**config.mk**
```make
export PLATFORM = sky130hd
export DESIGN_NAME = crc32fc_out_buf
export DESIGN_NICKNAME = d
export VERILOG_FILES = /design/src/design/crc32fc_pkg.sv /design/src/design/crc32fc_out_buf.sv
export SDC_FILE = /design/constraint.sdc
export NUM_CORES = 1
export LEC_CHECK = 0
export BUFFER_PORTS_ARGS = -buffer_cell sky130_fd_sc_hd__buf_2
export CAP_MARGIN = 5
export CORE_MARGIN = 2
export CORE_UTILIZATION = 30
export DETAILED_ROUTE_END_ITERATION = 8
export MAX_ROUTING_LAYER = met4
export PLACE_DENSITY_LB_ADDON = 0.05
export SLEW_MARGIN = 20
export SYNTH_ARGS = -nofsm -noshare
export SYNTH_HDL_FRONTEND = slang
export SYNTH_SLANG_ARGS = --single-unit
```
**constraint.sdc**
```tcl
create_clock -name clk -period 9.72 [get_ports clk]
set_input_delay 1.458 -clock clk [delete_from_list [all_inputs] [get_ports clk]]
set_output_delay 1.458 -clock clk [all_outputs]
set_load 0.01 [all_outputs]
```
**src/design/crc32fc_pkg.sv**
```systemverilog
// Shared types, constants and CRC helper functions for the CRC-32 frame checker.
package crc32fc_pkg;

    typedef logic [31:0] crc_t;
    typedef crc_t        nib_tbl_t [16];

    localparam crc_t       CRC_POLY  = 32'h741B8CD7;
    localparam crc_t       CRC_INIT  = 32'hFFFF_FFFF;
    localparam logic [2:0] MIN_FRAME = 3'd5;
    localparam logic [2:0] TRAILER_LEN = 3'd4;

    // One result of a finished frame
    typedef struct packed {
        logic frame_too_short;
        logic crc_match;
        crc_t received_crc;
        crc_t computed_crc;
    } result_t;

    // Build the nibble table: each top nibble shifted four times through the polynomial
    function automatic nib_tbl_t make_nib_tbl();
        nib_tbl_t tbl;
        crc_t     v;
        for (int n = 0; n < 16; n++)
        begin
            v = crc_t'(n) << 28;
            for (int k = 0; k < 4; k++)
            begin
                v = v[31] ? ((v << 1) ^ CRC_POLY) : (v << 1);
            end
            tbl[n] = v;
        end
        return tbl;
    endfunction

    localparam nib_tbl_t NIB_TBL = make_nib_tbl();

    // Fold one byte into the low bits, then shift all 32 bits out in eight nibble rounds
    function automatic crc_t crc_byte(crc_t crc, logic [7:0] b);
        crc_t v;
        v = crc ^ {24'd0, b};
        for (int r = 0; r < 8; r++)
        begin
            v = (v << 4) ^ NIB_TBL[v[31:28]];
        end
        return v;
    endfunction

endpackage

```
**src/design/crc32fc_out_buf.sv**
```systemverilog
// Two-entry result buffer that decouples frame processing from the master side.
module crc32fc_out_buf
(
    input  logic                 clk,
    input  logic                 rst_n,
    input  logic                 push,
    input  crc32fc_pkg::result_t push_data,
    output logic                 not_full,
    output logic                 out_valid,
    input  logic                 out_ready,
    output crc32fc_pkg::result_t out_data
);
    import crc32fc_pkg::*;

    logic [1:0] count_reg;
    logic [1:0] count_next;
    result_t    head_reg;
    result_t    head_next;
    result_t    tail_reg;
    result_t    tail_next;
    logic       pop;

    assign pop       = (count_reg != 2'd0) && out_ready;
    assign not_full  = (count_reg != 2'd2);
    assign out_valid = (count_reg != 2'd0);
    assign out_data  = head_reg;

    // Pick next head, tail and fill level
    always_comb
    begin
        head_next  = head_reg;
        tail_next  = tail_reg;
        count_next = count_reg;
        case ({push, pop})
            2'b10:
            begin
                if (count_reg == 2'd0)
                begin
                    head_next = push_data;
                end
                else
                begin
                    tail_next = push_data;
                end
                count_next = count_reg + 2'd1;
            end
            2'b01:
            begin
                head_next  = tail_reg;
                count_next = count_reg - 2'd1;
            end
            2'b11:
            begin
                if (count_reg == 2'd1)
                begin
                    head_next = push_data;
                end
                else
                begin
                    head_next = tail_reg;
                    tail_next = push_data;
                end
            end
            default:
            begin
                count_next = count_reg;
            end
        endcase
    end

    // Hold the fill level
    always_ff @(posedge clk or negedge rst_n)
    begin
        if (!rst_n)
        begin
            count_reg <= 2'd0;
        end
        else
        begin
            count_reg <= count_next;
        end
    end

    // Hold the entries
    always_ff @(posedge clk)
    begin
        head_reg <= head_next;
        tail_reg <= tail_next;
    end

endmodule
```
After elaboration in Yosys (flattened, before gate mapping)
Cells that the tools add are included.

Register bits: 134. Bits of input ports: 70. Output and inout port bits: 68. Logic and storage cells: 34.

Add/sub/neg operators: 2. Equal/unequal tests: 8. Multiplexer cells: 7. Reduce and logical (&&, ||, !) cells: 8.

Operators by type and width (number): two-way mux 66 bit (4); case mux 66 bit (3 select lines) (1); case mux 66 bit (2 select lines) (1); inequality test 2 bit (second input constant) (4); nonzero test 2 bit (3); equality test 2 x 1 -> 1 bit (second input constant) (2); equality test 2 bit (second input constant) (2); case mux 2 bit (2 select lines) (1); AND reduction 3 bit (1); nonzero test 3 bit (1); adder 2 x 1 -> 2 bit (second input constant) (1); logical NOT 2 bit (1); AND reduction 2 bit (1); subtractor 2 x 1 -> 2 bit (second input constant) (1); logical AND 1 bit (1).

Depth between registers and ports, before layout
Depth after elaboration: 5. Mapped depth: 9. Gate-level depth less buffers: 7.

Worst setup path before layout
Ideal clock, no wire load.

Path type: input -> register. Start: in push. End: reg head_reg (netlist bit out_data[0]), enable pin. Arrival: 6.163 ns. Slack: 2.976 ns. Stages on the path: 2. Path buffers: 0. Cell sequence: inv_1 o21ai_0.

Cells in the longest elaborated chain, start to end: 3. Elaborated cells between the ends (all ways): 6.

RTL lines: start: declaration (RTL line crc32fc_out_buf.sv:6) `input logic push,`; equality test 2 bit or equality test 2 x 1 -> 1 bit (tied branches) (RTL line crc32fc_out_buf.sv:34) `case ({push, pop})`; inequality test 2 bit (no source line) or nonzero test 3 bit (tied branches); AND reduction 2 bit (no source line) (*); end signal: assignment (RTL line crc32fc_out_buf.sv:87) `head_reg <= head_next;`; end: declaration (RTL line crc32fc_out_buf.sv:17) `result_t head_reg;`.

Every way passes the cells marked *; elsewhere a longest branch is shown, timed or not. A chain may end at the register's enable or synchronous reset.

==> impl_metrics.ini <==
[final_layout]
nets = 595
design_area_um2 = 7943
area_growth_pct = 22.43
multi_input_area_um2 = 2263
nFillCells = 1986
area.sequential_um2 = 4014
drive_gt1_frac = 0.4566

[synthesis]
synth.top_cell.area_share = 0.6110
synthesis.nets = 466
yosys_register_bits = 134
yosys_warnings = 0
netlist_area_um2 = 6487
yosysSeqAreaShare = 0.6187
synthCells = 388
syn_area_per_cell_um2 = 16.72
synth.distinct_cells = 21
netlist_top_cells_area = edfxtp_1 (61%), mux2_4 (14%), a221o_1 (10%)
yosysTopAreaCell = edfxtp_1
async_flop_share = 0.01493
synthTopCellsByCount = edfxtp_1 (132), a221o_1 (66), and2_1 (66), mux2_4 (59), clkbuf_1 (10)
yosysMostFrequentCell = edfxtp_1
synth-edff-count = 132
synth_ff_type = edfxtp_1

[sta]
fin_skew_ps = 6.628
fmax_ghz = 0.2716
finalHoldViolations = 0
tightest_slew_ps = 994.5
whs_ps = 522.0
fin_setup_tns_ps = 0
relSlewSlack = 0.3370
rsz0062_at_grt = no
finalMaxSlewViolations = 0
post-route-period-util = 0.3788
timing.final.crit_period_ps = 3682
setup_viol = 0

[clock_network]
cts.clk_slew.worst_paths_ps = 60
cts_hold_buf = 0
cts_tree = built
clock_latency_ps = 420
post_cts_buffers = 0
numClockSinks = 134
root_buffer = clkbuf_16
numCtsBuffers = 17
cts_max_level = 4
cts_resized = 0
clock_path_buffers = 2

[worst_setup_path]
critPathArrivalTime_ps = 3840
rr_startpoint = count_reg[0]
endpoint = out_data[10]
reg2reg_depth = 7
cp_max_fo = 69
critPathKind = in -> reg
path_cells = buf_2 > nor2b_1 > ha_4 > nor2_4 > buf_4 > a221o_1
crit_start = out_ready
end_kind = flip-flop
r2r_end = out_data[10]
max_stage_delay_ps = 790
critPathSlowestCell = ha_4
r2r_setup_slack_ps = 6360
cp.required_ps = 9880
startpoint_type = input port

[power]
p_leak_nw = 3.116
power_density_nw_per_um2 = 311.9
peakVddDrop_v = 0.0002302
p_total_mw = 2.478

[route]
wl_per_cell_um = 18.40
wirelength_um = 14830
via_per_inst = 4.737
postRouteAntennaNets = 0
vias = 3818
remaining_drc_errors = 0
drtPass1Iterations = 5
drt_iter0_drc = 244

[floorplanning]
core_area_um2 = 21150
die_w_um = 151.1
die_y_um = 151.1
initial_utilization = 0.3067
dieArea_um2 = 22820
rows = 53
io_pins = 138

[global_route]
grt_overflow = 0
grt_pass1_vias = 3917
grt_pass1_wl_um = 22320
grt_max_degree = 70
grt_util_all_layers = 0.1366
antenna_found_initial = 1

[outcome]
status = finished clean

[place]
postPlaceCellArea_um2 = 7352
portBuffers = 137
globalplace.congestion = 0.6731
dpl.hpwl_um = 8667

[flow_run]
drv_cap = 0

[hold_path]
hold_path_class = reg -> reg
[through the flow]
step / utilization / instances / setup slack [ps]
final: 0.3755 / 806 / 6038
after CTS: 0.3753 / 805 / 6003
after global routing: 0.3755 / 806 / 5863
after floorplan: - / 388 / 2976
after detailed placement: 0.3475 / 773 / 5560
after global placement: 0.3475 / 773 / 5600
[power breakdown]
group,leakage [nW],switching [mW],internal (mW)
clock network,0.275,0.248,0.401
registers,1.30,0.0644,0.909
logic,1.54,0.446,0.409
[worst min-delay path by stage]
stage | start | to | slack (ps) | depth (start not counted)
3_3_place_gp | count_reg[1] | count_reg[1] | 500 | 2
6_report | count_reg[1] | count_reg[1] | 520 | 2
2_1_floorplan | count_reg[1] | count_reg[1] | 470 | 2
5_1_grt | count_reg[1] | count_reg[1] | 590 | 2
4_1_cts | count_reg[1] | count_reg[1] | 530 | 2
3_5_place_dp | count_reg[1] | count_reg[1] | 510 | 2
[cell families (layout without fill, tap and decap cells)]
family | count (synthesis) | count (layout) | share of synthesized area
DFF | 134 | 134 | 0.6187
and+or+nand+nor | 72 | 72 | 0.06827
AOI/OAI and AO/OA | 71 | 71 | 0.1065
muxes | 66 | 66 | 0.1487
buffers and inverters | 36 | 178 | 0.04108
adders and majority gates | 8 | 8 | 0.01543
xor gates and xnor gates | 1 | 1 | 0.001350
other | 0 | 1 | 0
[layout make-up]
| type | instances | share of cell area |
|---|---|---|
| Sequential cell | 134 | 0.5054 |
| Tap cell | 275 | 0.04332 |
| Antenna cell | 1 | 0.0003151 |
| Inverter | 6 | 0.002836 |
| Timing Repair Buffer | 140 | 0.08916 |
| Clock inverter | 14 | 0.02001 |
| Multi-Input combinational cell | 218 | 0.2850 |
| Clock buffer | 18 | 0.05403 |
[worst max-delay path, delay by kind of cell]
kind	cells	cell delay (ps)
buffers and inverters	2	450
AND/OR/NAND/NOR	2	650
adder cells (fa/ha/maj)	1	790
AO/OA/AOI/OAI	1	410
[placed cells by master (no fill, tap or decap), types with 2 or more instances in the layout]
master	synthesis	routed
buf_2	9	137
edfxtp_1	132	132
and2_1	66	66
a221o_1	66	66
mux2_4	59	59
clkbuf_16	0	17
mux2_2	7	7
inv_1	6	6
ha_1	8	4
clkinvlp_4	0	4
bufinv_16	0	3
clkinv_1	0	3
buf_4	0	3
nor2b_1	2	2
nand2_1	2	2
o21ai_0	3	2
ha_2	0	2
ha_4	0	2
clkinv_2	0	2
dfrtp_1	2	2
[metal layers]
metal  part of all wire  track usage  up-vias  wire [um]
li1                   -            -     1811          -
met1               0.46       0.1718     1901       6840
met2               0.48       0.2130       97       7069
met3              0.055      0.04398        9        817
met4             0.0070      0.03785        0        104
met5                  0            -        -          0
Power figures use the tool's default switching activity.
